### src/sv/blsi_pkg.sv
package blsi_pkg;

  localparam int CAPACITY_DEF = 16;
  localparam int ACTION_W     = 3;
  localparam int VALUE_W      = 8;
  localparam int STATUS_W     = 2;
  localparam int COUNT_W      = 5;

  localparam logic [ACTION_W-1:0] ACT_APPEND       = 3'd0;
  localparam logic [ACTION_W-1:0] ACT_INSERT       = 3'd1;
  localparam logic [ACTION_W-1:0] ACT_REMOVE_FRONT = 3'd2;
  localparam logic [ACTION_W-1:0] ACT_REMOVE_BACK  = 3'd3;
  localparam logic [ACTION_W-1:0] ACT_ROTATE       = 3'd4;

  localparam logic [STATUS_W-1:0] ST_OK      = 2'd0;
  localparam logic [STATUS_W-1:0] ST_EMPTY   = 2'd1;
  localparam logic [STATUS_W-1:0] ST_NOMATCH = 2'd2;
  localparam logic [STATUS_W-1:0] ST_FULL    = 2'd3;

  typedef enum logic [2:0] {
    OP_HOLD,
    OP_APPEND,
    OP_INSERT,
    OP_SHIFT,
    OP_ROTATE
  } blsi_op_t;

  typedef struct packed {
    blsi_op_t                  op;
    logic signed [VALUE_W-1:0] value;
  } blsi_cmd_t;

endpackage

### src/sv/blsi_in_if.sv
interface blsi_in_if;
  import blsi_pkg::*;

  logic                      valid;
  logic                      ready;
  logic [ACTION_W-1:0]       action;
  logic signed [VALUE_W-1:0] value;

  modport source (output valid, output action, output value, input ready);
  modport sink (input valid, input action, input value, output ready);
endinterface

### src/sv/blsi_out_if.sv
interface blsi_out_if;
  import blsi_pkg::*;

  logic                valid;
  logic                ready;
  logic [STATUS_W-1:0] status;
  logic [COUNT_W-1:0]  count;

  modport source (output valid, output status, output count, input ready);
  modport sink (input valid, input status, input count, output ready);
endinterface

### src/sv/blsi_cell.sv
module blsi_cell #(
  parameter int CAPACITY = blsi_pkg::CAPACITY_DEF,
  parameter int INDEX    = 0
) (
  input  logic                                clk,
  input  blsi_pkg::blsi_cmd_t                 cmd,
  input  logic [$clog2(CAPACITY+1)-1:0]       fill,
  input  logic signed [blsi_pkg::VALUE_W-1:0] left_data,
  input  logic signed [blsi_pkg::VALUE_W-1:0] right_data,
  input  logic                                found_in,
  output logic                                found_out,
  output logic signed [blsi_pkg::VALUE_W-1:0] data
);
  import blsi_pkg::*;

  localparam int FW = $clog2(CAPACITY + 1);

  logic                      occupied;
  logic                      at_fill;
  logic                      at_last;
  logic                      hit;
  logic signed [VALUE_W-1:0] data_next;

  assign occupied  = FW'(INDEX) < fill;
  assign at_fill   = fill == FW'(INDEX);
  assign at_last   = fill == FW'(INDEX + 1);
  // first slot whose entry is not below the value, or the slot past the back
  assign hit       = at_fill || (occupied && (cmd.value <= data));
  assign found_out = found_in || hit;

  always_comb begin
    data_next = data;
    unique case (cmd.op)
      OP_HOLD: ;
      OP_APPEND: begin
        if (at_fill) data_next = cmd.value;
      end
      OP_INSERT: begin
        if (found_in) data_next = left_data;
        else if (hit) data_next = cmd.value;
      end
      OP_SHIFT: data_next = right_data;
      OP_ROTATE: begin
        data_next = at_last ? cmd.value : right_data;
      end
      default: ;
    endcase
  end

  always_ff @(posedge clk) begin
    data <= data_next;
  end

endmodule

### src/sv/byte_list_with_sorted_insert.sv
// Ordered list of up to CAPACITY signed bytes, held in a row of cells.
// One word in on items gives one word out on results: a status (ok, empty,
// no match, full) and the count after the action, modulo 32. Each action's
// result is registered, so the block takes one item every cycle while
// results are drained; items stall only while a result waits to be taken.
// The insert position is found by a priority chain that ripples through
// all cells combinationally, which sets the clock limit.
module byte_list_with_sorted_insert #(
  parameter int CAPACITY = blsi_pkg::CAPACITY_DEF
) (
  input logic       clk,
  input logic       rst,
  blsi_in_if.sink   items,
  blsi_out_if.source results
);
  import blsi_pkg::*;

  localparam int FW = $clog2(CAPACITY + 1);

  logic [FW-1:0]             fill;
  logic [FW-1:0]             fill_next;
  logic [STATUS_W-1:0]       status_next;
  blsi_op_t                  op;
  blsi_cmd_t                 cmd;
  logic                      accept;
  logic                      empty;
  logic                      full;
  logic signed [VALUE_W-1:0] front;
  logic signed [VALUE_W-1:0] back;
  logic signed [VALUE_W-1:0] cell_data [CAPACITY];
  logic [CAPACITY:0]         found;

  assign items.ready = !results.valid || results.ready;
  assign accept      = items.valid && items.ready;
  assign empty       = fill == '0;
  assign full        = fill == FW'(CAPACITY);
  assign front       = cell_data[0];

  always_comb begin
    back = '0;
    for (int i = 0; i < CAPACITY; i++) begin
      if (fill == FW'(i + 1)) back = back | cell_data[i];
    end
  end

  always_comb begin
    status_next = ST_OK;
    fill_next   = fill;
    op          = OP_HOLD;
    unique case (items.action)
      ACT_APPEND, ACT_INSERT: begin
        if (full) begin
          status_next = ST_FULL;
        end else begin
          op        = (items.action == ACT_APPEND) ? OP_APPEND : OP_INSERT;
          fill_next = fill + 1'b1;
        end
      end
      ACT_REMOVE_FRONT, ACT_ROTATE: begin
        if (empty) begin
          status_next = ST_EMPTY;
        end else if (front != items.value) begin
          status_next = ST_NOMATCH;
        end else if (items.action == ACT_ROTATE) begin
          op = OP_ROTATE;
        end else begin
          op        = OP_SHIFT;
          fill_next = fill - 1'b1;
        end
      end
      ACT_REMOVE_BACK: begin
        if (empty) begin
          status_next = ST_EMPTY;
        end else if (back != items.value) begin
          status_next = ST_NOMATCH;
        end else begin
          fill_next = fill - 1'b1;
        end
      end
      default: ;
    endcase
  end

  assign cmd.op    = accept ? op : OP_HOLD;
  assign cmd.value = items.value;
  assign found[0]  = 1'b0;

  for (genvar g = 0; g < CAPACITY; g++) begin : g_cell
    logic signed [VALUE_W-1:0] left_data;
    logic signed [VALUE_W-1:0] right_data;

    if (g == 0) begin : g_first
      assign left_data = items.value;
    end else begin : g_mid_l
      assign left_data = cell_data[g-1];
    end

    if (g == CAPACITY - 1) begin : g_last
      assign right_data = cell_data[g];
    end else begin : g_mid_r
      assign right_data = cell_data[g+1];
    end

    blsi_cell #(
      .CAPACITY (CAPACITY),
      .INDEX    (g)
    ) u_cell (
      .clk        (clk),
      .cmd        (cmd),
      .fill       (fill),
      .left_data  (left_data),
      .right_data (right_data),
      .found_in   (found[g]),
      .found_out  (found[g+1]),
      .data       (cell_data[g])
    );
  end

  always_ff @(posedge clk) begin
    if (rst) begin
      fill          <= '0;
      results.valid <= 1'b0;
    end else begin
      if (accept) begin
        fill          <= fill_next;
        results.valid <= 1'b1;
      end else if (results.ready) begin
        results.valid <= 1'b0;
      end
    end
  end

  always_ff @(posedge clk) begin
    if (accept) begin
      results.status <= status_next;
      results.count  <= COUNT_W'(fill_next);
    end
  end

`ifndef SYNTHESIS
  a_fill_bound: assert property (@(posedge clk) disable iff (rst)
    fill <= FW'(CAPACITY))
    else $error("fill above capacity");

  a_result_follows: assert property (@(posedge clk) disable iff (rst)
    accept |=> results.valid)
    else $error("accepted word gave no result");

  a_append_grows: assert property (@(posedge clk) disable iff (rst)
    (accept && items.action == ACT_APPEND && !full) |=> fill == FW'($past(fill) + 1'b1))
    else $error("append did not grow list");

  a_full_status: assert property (@(posedge clk) disable iff (rst)
    (results.valid && results.status == ST_FULL) |-> full)
    else $error("full status on list not full");
`endif

endmodule
### src/flat_wrapper.sv
// flat-port wrapper written by rule: the top's interface ports become plain ports
module byte_list_with_sorted_insert_flat import blsi_pkg::*;
#(
  parameter int CAPACITY = blsi_pkg::CAPACITY_DEF
)
  (clk, rst, items_valid, items_action, items_value, items_ready, results_valid, results_status, results_count, results_ready);
  blsi_in_if items_i ();
  blsi_out_if results_i ();
  input logic clk;
  input logic rst;
  input wire logic [$bits(items_i.valid)-1:0] items_valid;
  input wire logic [$bits(items_i.action)-1:0] items_action;
  input wire logic [$bits(items_i.value)-1:0] items_value;
  output wire logic [$bits(items_i.ready)-1:0] items_ready;
  output wire logic [$bits(results_i.valid)-1:0] results_valid;
  output wire logic [$bits(results_i.status)-1:0] results_status;
  output wire logic [$bits(results_i.count)-1:0] results_count;
  input wire logic [$bits(results_i.ready)-1:0] results_ready;
  assign items_i.valid = items_valid;
  assign items_i.action = items_action;
  assign items_i.value = items_value;
  assign items_ready = items_i.ready;
  assign results_valid = results_i.valid;
  assign results_status = results_i.status;
  assign results_count = results_i.count;
  assign results_i.ready = results_ready;
  byte_list_with_sorted_insert #(.CAPACITY(CAPACITY)) u_core (.clk(clk), .rst(rst), .items(items_i), .results(results_i));
endmodule
### config.mk
export PLATFORM = sky130hd
export DESIGN_NAME = byte_list_with_sorted_insert_flat
export DESIGN_NICKNAME = d
export VERILOG_FILES = /design/src/sv/blsi_pkg.sv /design/src/sv/blsi_in_if.sv /design/src/sv/blsi_out_if.sv /design/src/sv/blsi_cell.sv /design/src/sv/byte_list_with_sorted_insert.sv /design/src/flat_wrapper.sv
export SDC_FILE = /design/constraint.sdc
export NUM_CORES = 1
export LEC_CHECK = 0
export ABC_AREA = 1
export BUFFER_PORTS_ARGS = -buffer_cell sky130_fd_sc_hd__buf_2
export CORE_ASPECT_RATIO = 1.2
export CORE_MARGIN = 3
export CORE_UTILIZATION = 54
export CTS_CLUSTER_SIZE = 10
export DETAILED_ROUTE_END_ITERATION = 6
export PLACE_DENSITY_LB_ADDON = 0.1
export SLEW_MARGIN = 10
export SYNTH_ARGS = -nofsm -noshare
export SYNTH_HDL_FRONTEND = slang
export SYNTH_HIERARCHICAL = 1
export SYNTH_SLANG_ARGS = --single-unit
### constraint.sdc
create_clock -name clk -period 26.4 [get_ports clk]
set_input_delay 1.32 -clock clk [delete_from_list [all_inputs] [get_ports clk]]
set_output_delay 1.32 -clock clk [all_outputs]
set_load 0.05 [all_outputs]
# Word level (Yosys, flattened, before mapping)

Index checks and enable logic that the tools add are counted.

Register bits after elaboration: 141
Logic and storage cells: 287

Add/subtract/negate cells: 2
Magnitude comparators: 32
Equal/unequal tests: 44
Muxes and demuxes: 102
Bitwise operators: 15
Reductions and logical operators: 72

Operators with widths:

| operator                                                  | number |
|---|---|
| two-way mux 8 bit                                         | 64 |
| case mux 8 bit (4 select lines)                           | 15 |
| less-or-equal comparator 8 bit                            | 16 |
| bitwise OR 8 bit                                          | 15 |
| != test 3 bit, second input constant                      | 15 |
| equality test 5 x 4 -> 1 bit, second input constant       | 8 |
| less-than comparator 4 x 5 -> 1 bit, first input constant | 8 |
| logical OR 1 bit                                          | 31 |
| two-way mux 5 bit                                         | 6 |
| AND reduction 2 bit                                       | 14 |
| case mux 8 bit (3 select lines)                           | 1 |
| equality test 5 x 3 -> 1 bit, second input constant       | 4 |
| less-than comparator 3 x 5 -> 1 bit, first input constant | 4 |
| logical AND 1 bit                                         | 17 |
| != test 8 bit                                             | 2 |
| two-way mux 3 bit                                         | 5 |
| case mux 5 bit (3 select lines)                           | 1 |
| equality test 3 x 2 -> 1 bit, second input constant       | 4 |
| two-way mux 2 bit                                         | 6 |
| equality test 5 x 2 -> 1 bit, second input constant       | 2 |
| less-than comparator 1 x 5 -> 1 bit, first input constant | 2 |
| less-than comparator 2 x 5 -> 1 bit, first input constant | 2 |
| equality test 3 x 1 -> 1 bit, second input constant       | 2 |
| equality test 3 bit, second input constant                | 2 |
| 16 further kinds                                          | 21 |

# Depth between registers and ports, before layout

Depth after elaboration: 36
Gate-level depth with buffers: 65
Depth with buffers taken out: 51

# By module

Netlist, hierarchy kept.

By module, submodules not included:

| module                                | instances | cells an instance | area an instance (µm²) |
|---|---|---|---|
| byte_list_with_sorted_insert          | 1         | 491               | 2518.7 |
| blsi_cell at u_core.g_cell[10].u_cell | 1         | 111               | 852.1 |
| blsi_cell at u_core.g_cell[2].u_cell  | 1         | 112               | 838.3 |
| blsi_cell at u_core.g_cell[1].u_cell  | 1         | 111               | 835.8 |
| blsi_cell at u_core.g_cell[4].u_cell  | 1         | 108               | 824.5 |
| blsi_cell at u_core.g_cell[14].u_cell | 1         | 112               | 823.3 |
| blsi_cell at u_core.g_cell[12].u_cell | 1         | 104               | 815.8 |
| blsi_cell at u_core.g_cell[15].u_cell | 1         | 109               | 815.8 |
| blsi_cell at u_core.g_cell[11].u_cell | 1         | 112               | 809.5 |
| blsi_cell at u_core.g_cell[5].u_cell  | 1         | 107               | 807.0 |
| blsi_cell at u_core.g_cell[7].u_cell  | 1         | 106               | 803.3 |
| blsi_cell at u_core.g_cell[9].u_cell  | 1         | 109               | 798.3 |
| blsi_cell at u_core.g_cell[8].u_cell  | 1         | 110               | 797.0 |
| blsi_cell at u_core.g_cell[13].u_cell | 1         | 111               | 793.3 |
| +3 rows                               | -         | -                 | - |

# Worst setup path before layout

No wires, ideal clock.

Kind: reg-to-reg
Start point: register u_core.fill[0]
End point: register u_core/g_cell[12].u_cell/data[0] in the netlist's numbering, enable pin
Library setup time: 324 ps
Data arrival time: 8987 ps
Required time: 26076 ps
Setup slack: 17089 ps
Cell stages (with the launch flop): 14
Buffers on the path: 0
Cell sequence: dfxtp_1 > inv_1 > ha_1 > nand2_2 > nor2_1 > inv_1 > nand2_1 > nor3_1 > inv_1 > nand3_2 > inv_2 > nand3_1 > nand2_1 > inv_1

RTL lines:

| element                | RTL line                            | source |
|---|---|---|
| start, declared        | byte_list_with_sorted_insert.sv:20  | `logic [FW-1:0] fill;` |
| start signal, assigned | byte_list_with_sorted_insert.sv:125 | `fill <= fill_next;` |
| end signal, assigned   | blsi_cell.sv:51                     | `data <= data_next;` |
| end, declared          | blsi_cell.sv:12                     | `output logic signed [blsi_pkg::VALUE_W-1:0] data` |

# Worst setup path in the final report

Start point: input port items_value[7]
End point: register u_core/g_cell[15].u_cell/data[4] in the netlist's numbering, data pin

Cells in the longest elaborated chain, start to end: 19

RTL lines:

| element                                         | RTL line                           | source |
|---|---|---|
| start, declared                                 | flat_wrapper.sv:13                 | `input wire logic [$bits(items_i.value)-1:0] items_value;` |
| less-or-equal comparator 8 bit                  | blsi_cell.sv:28                    | `assign hit = at_fill \|\| (occupied && (cmd.value <= data));` |
| logical AND 1 bit                               | blsi_cell.sv:28                    |  |
| logical OR 1 bit                                | blsi_cell.sv:28                    |  |
| named net u_core.found[1]                       | byte_list_with_sorted_insert.sv:31 | `logic [CAPACITY:0] found;` |
| logical OR 1 bit                                | blsi_cell.sv:29                    | `assign found_out = found_in \|\| hit;` |
| named net u_core.found[2]                       | byte_list_with_sorted_insert.sv:31 |  |
| logical OR 1 bit                                | blsi_cell.sv:29                    |  |
| named net u_core.found[3]                       | byte_list_with_sorted_insert.sv:31 |  |
| (+1 left out)                                   | -                                  |  |
| named net u_core.found[4]                       | byte_list_with_sorted_insert.sv:31 |  |
| (+1 left out)                                   | -                                  |  |
| named net u_core.found[5]                       | byte_list_with_sorted_insert.sv:31 |  |
| (+1 left out)                                   | -                                  |  |
| named net u_core.found[6]                       | byte_list_with_sorted_insert.sv:31 |  |
| (+1 left out)                                   | -                                  |  |
| named net u_core.found[7]                       | byte_list_with_sorted_insert.sv:31 |  |
| (+1 left out)                                   | -                                  |  |
| named net u_core.found[8]                       | byte_list_with_sorted_insert.sv:31 |  |
| (+1 left out)                                   | -                                  |  |
| named net u_core.found[9]                       | byte_list_with_sorted_insert.sv:31 |  |
| (+1 left out)                                   | -                                  |  |
| named net u_core.found[10]                      | byte_list_with_sorted_insert.sv:31 |  |
| (+1 left out)                                   | -                                  |  |
| named net u_core.found[11]                      | byte_list_with_sorted_insert.sv:31 |  |
| (+1 left out)                                   | -                                  |  |
| named net u_core.found[12]                      | byte_list_with_sorted_insert.sv:31 |  |
| (+1 left out)                                   | -                                  |  |
| named net u_core.found[13]                      | byte_list_with_sorted_insert.sv:31 |  |
| logical OR 1 bit                                | blsi_cell.sv:29                    |  |
| named net u_core.found[14]                      | byte_list_with_sorted_insert.sv:31 |  |
| logical OR 1 bit                                | blsi_cell.sv:29                    |  |
| named net u_core.found[15]                      | byte_list_with_sorted_insert.sv:31 |  |
| two-way mux 8 bit                               | blsi_cell.sv:39                    | `if (found_in) data_next = left_data;` |
| case mux 8 bit (3 select lines)                 | blsi_cell.sv:33                    | `unique case (cmd.op)` |
| named net u_core.g_cell[15].u_cell.data_next[4] | blsi_cell.sv:22                    | `logic signed [VALUE_W-1:0] data_next;` |
| end signal, assigned                            | blsi_cell.sv:51                    |  |
| end, declared                                   | blsi_cell.sv:12                    |  |

The timed path passes the listed nets, and every way through them passes these cells.
A chain may end at the register's enable or synchronous reset.

==> out/qor.log <==
qor: pwr.cellLeakagePower 8.41 nW
qor: sta.max_freq 101 MHz
qor: sta.setup_viol 0
qor: final_layout.final_common_cell sky130_fd_sc_hd__nand2_1
qor: clock_tree.cts_made_buffers 17
qor: floorplanning.fp.dieH 191 µm
qor: synth.synth-warning-count 6
qor: sta.post-route-min-period 9940 ps
qor: place.placed_cell_area 16,100 µm²
qor: worst_setup_path.worst-setup-path-type input port to flop
qor: sta.drv_slew 0
qor: pwr.power.net_switching 0.227 mW
qor: final_layout.stdcell_count 2,661
qor: worst_setup_path.crit_required 26,680 ps
qor: grt.global_routing_usage_summed_across_all_routing_layers 0.357
qor: worst_setup_path.worst_r2r_path_depth 44
qor: worst_setup_path.category_of_the_worst_setup_path_launch_point input port
qor: place.place.port_buffers 23
qor: grt.grt.overflow.total 0
qor: floorplanning.fp.dieW 160 µm
qor: pwr.clkPwrFrac 0.357
qor: clock_tree.clock-sinks 141
qor: route.first_pass_iters 6
qor: floorplanning.design.portCount 24
qor: pwr.register_share_of_total_power 0.405
qor: route.postRouteAntennaNets 0
qor: worst_setup_path.reg2reg_setup_slack 17,170 ps
qor: place.final_hpwl_from_detailed_placement 38.9 mm
qor: grt.grt.met1_usage 0.425
qor: hold_path.timing.hold.worst_path_depth 2
qor: clock_tree.cts_repair_resized_insts 0
qor: final_layout.flow.area_growth_from_synthesis 7.83%
qor: place.gpl.final_weighted_congestion 0.975
qor: route.via_per_inst 5.78
qor: sta.fin_crit_sh 0.376
qor: floorplanning.fp.dieArea 30,700 µm²
qor: worst_setup_path.worst-endpoint-arrival 10,210 ps
qor: clock_tree.htree_levels 4
qor: sta.worst_slew_slack_as_a_fraction_of_its_limit 0.414
qor: worst_setup_path.critPathMaxStageDelay 400 ps
qor: grt.grt_util_met2 0.610
qor: sta.finClkSkew 12.6 ps
qor: grt.grt_max_degree 46
qor: final_layout.final_nets 2,418
qor: pwr.maximum_vdd_drop 38.8 µV
qor: clock_tree.clock_insertion_delay_worst_skew 450 ps
qor: route.drtIter0Drc 1,624
qor: grt.top_usage_layer met2
qor: place.place_inst 2,629
qor: hold_path.min-delay-path-class flop to flop
qor: final_layout.share_of_layout_cells_above_drive_strength_1 0.114
qor: grt.grt_first_pass_wirelength 83.6 mm
qor: final_layout.finish.instance_area 16,700 µm²
qor: sta.rsz0062_at_grt no
qor: worst_setup_path.path_common_cell sky130_fd_sc_hd__nand2_1
qor: worst_setup_path.endpoint_kind flop
qor: route.dr_total_vias 15,400
qor: hold_path.timing.hold.worst_endpoint u_core/results.valid
qor: final_layout.antenna_cells 0
qor: floorplanning.rows 67
qor: route.routed_wire_length_per_instance 20.6 µm
qor: pwr.switching_share 0.344
qor: final_layout.final.fill_count 2,742
qor: clock_tree.holdBufCountCts 0
qor: sta.hold_slack 517 ps
qor: clock_tree.tritoncts built
qor: worst_setup_path.critical_path.slowest_cell sky130_fd_sc_hd__o221ai_4
qor: floorplanning.initial_utilization 0.551
qor: worst_setup_path.r2r-end u_core/g_cell[15].u_cell/data[4]
qor: sta.worst_slew_pin_slew 879 ps
qor: clock_tree.cts.root.buffer_cell sky130_fd_sc_hd__clkbuf_16
qor: synth.synth.cell_area 15,500 µm²
qor: outcome.outcome complete, no violations
qor: pwr.pwr_density_cell 39.5 nW/µm²
qor: route.wirelength 54.7 mm
qor: hold_path.hold_path_startpoint u_core/results.valid
qor: synth.syn-mean-instance-area 6.94 µm²
qor: worst_setup_path.worstPathMaxFanout 19
qor: sta.setup_tns 0 ps
qor: synth.post_synth_inst_count 2,228
qor: floorplanning.floorplan.core_area 28,100 µm²
qor: sta.timing.final.hold_violations 0
qor: final_layout.layout_common_cells sky130_fd_sc_hd__nand2_1, sky130_fd_sc_hd__inv_1, sky130_fd_sc_hd__nand3_1, sky130_fd_sc_hd__nor2_1, sky130_fd_sc_hd__edfxtp_1
qor: route.drc 0
qor: grt.use_met3 0.0531
qor: flow_run.max-cap-violations 0
qor: grt.first_global_vias 14,900
qor: pwr.design_power_total 0.659 mW
qor: clock_tree.cts.reportedPaths.clkPinSlew 70 ps
qor: grt.antenna_violations_before_repair 0
qor: clock_tree.max-clock-path-buffers 2
qor: worst_setup_path.critical_path.reg2reg.startpoint u_core/fill[4]
qor: pwr.cellInternalPower 0.432 mW
qor: pwr.combPwrFrac 0.238
qor: clock_tree.cts_setup_buffers 0
state kept, by name, indices dropped and copies added, names as in the netlist:
name and flops:
u_core/results.valid 1, u_core/results.count 5, u_core/fill 5, u_core/results.status 2
u_core/g_cell.u_cell/data 128
through the flow:
stage	setup WS, ps	util
after global placement	16420	0.574
after floorplan	17090	-
final	16460	0.594
after CTS	16680	0.594
after global routing	15440	0.594
after detailed placement	16250	0.574
worst max-delay path, delay by kind of cell:
kind	cells	cell delay, ps
simple gates	35	6720
buf+inv	12	1280
compound gates	2	520
fa+ha+maj	1	330
routing by layer:
layer / share of wire / up-vias
met3: 0.085 / 198
met2: 0.48 / 746
met5: 0 / -
met1: 0.38 / 7057
met4: 0.063 / 0
li1: - / 7380
final cells by class:
class	count	area (µm²)	share of cell area
flip-flops and latches	141	4180	0.251
inverters	513	1930	0.116
clock inverters	14	134	0.00803
clock buffers	18	429	0.0257
well taps	379	474	0.0284
repair buffers	42	258	0.0155
multi-input cells	1554	9270	0.556
power by group through the flow:
| stage | registers (mW) | logic [mW] | clock network [mW] |
|---|---|---|---|
| 6_report | 0.267 | 0.157 | 0.235 |
| 5_1_grt | 0.267 | 0.175 | 0.246 |
| 4_1_cts | 0.266 | 0.154 | 0.236 |
| 3_5_place_dp | 0.271 | 0.154 | 0 |
| 3_3_place_gp | 0.271 | 0.150 | 0 |
| 2_1_floorplan | 0.271 | 0.104 | 0 |
how the worst max path moves through the flow:
stage                                       end           start  cells past startpoint
2_1_floorplan  u_core/g_cell[12].u_cell/data[0]  u_core/fill[0]                     13
3_3_place_gp   u_core/g_cell[15].u_cell/data[1]  items_value[7]                     51
3_5_place_dp   u_core/g_cell[15].u_cell/data[4]  items_value[7]                     50
4_1_cts        u_core/g_cell[15].u_cell/data[4]  items_value[7]                     50
5_1_grt        u_core/g_cell[15].u_cell/data[4]  items_value[7]                     47
6_report       u_core/g_cell[15].u_cell/data[4]  items_value[7]                     50
No activity file was read; power rests on OpenSTA's default activity.
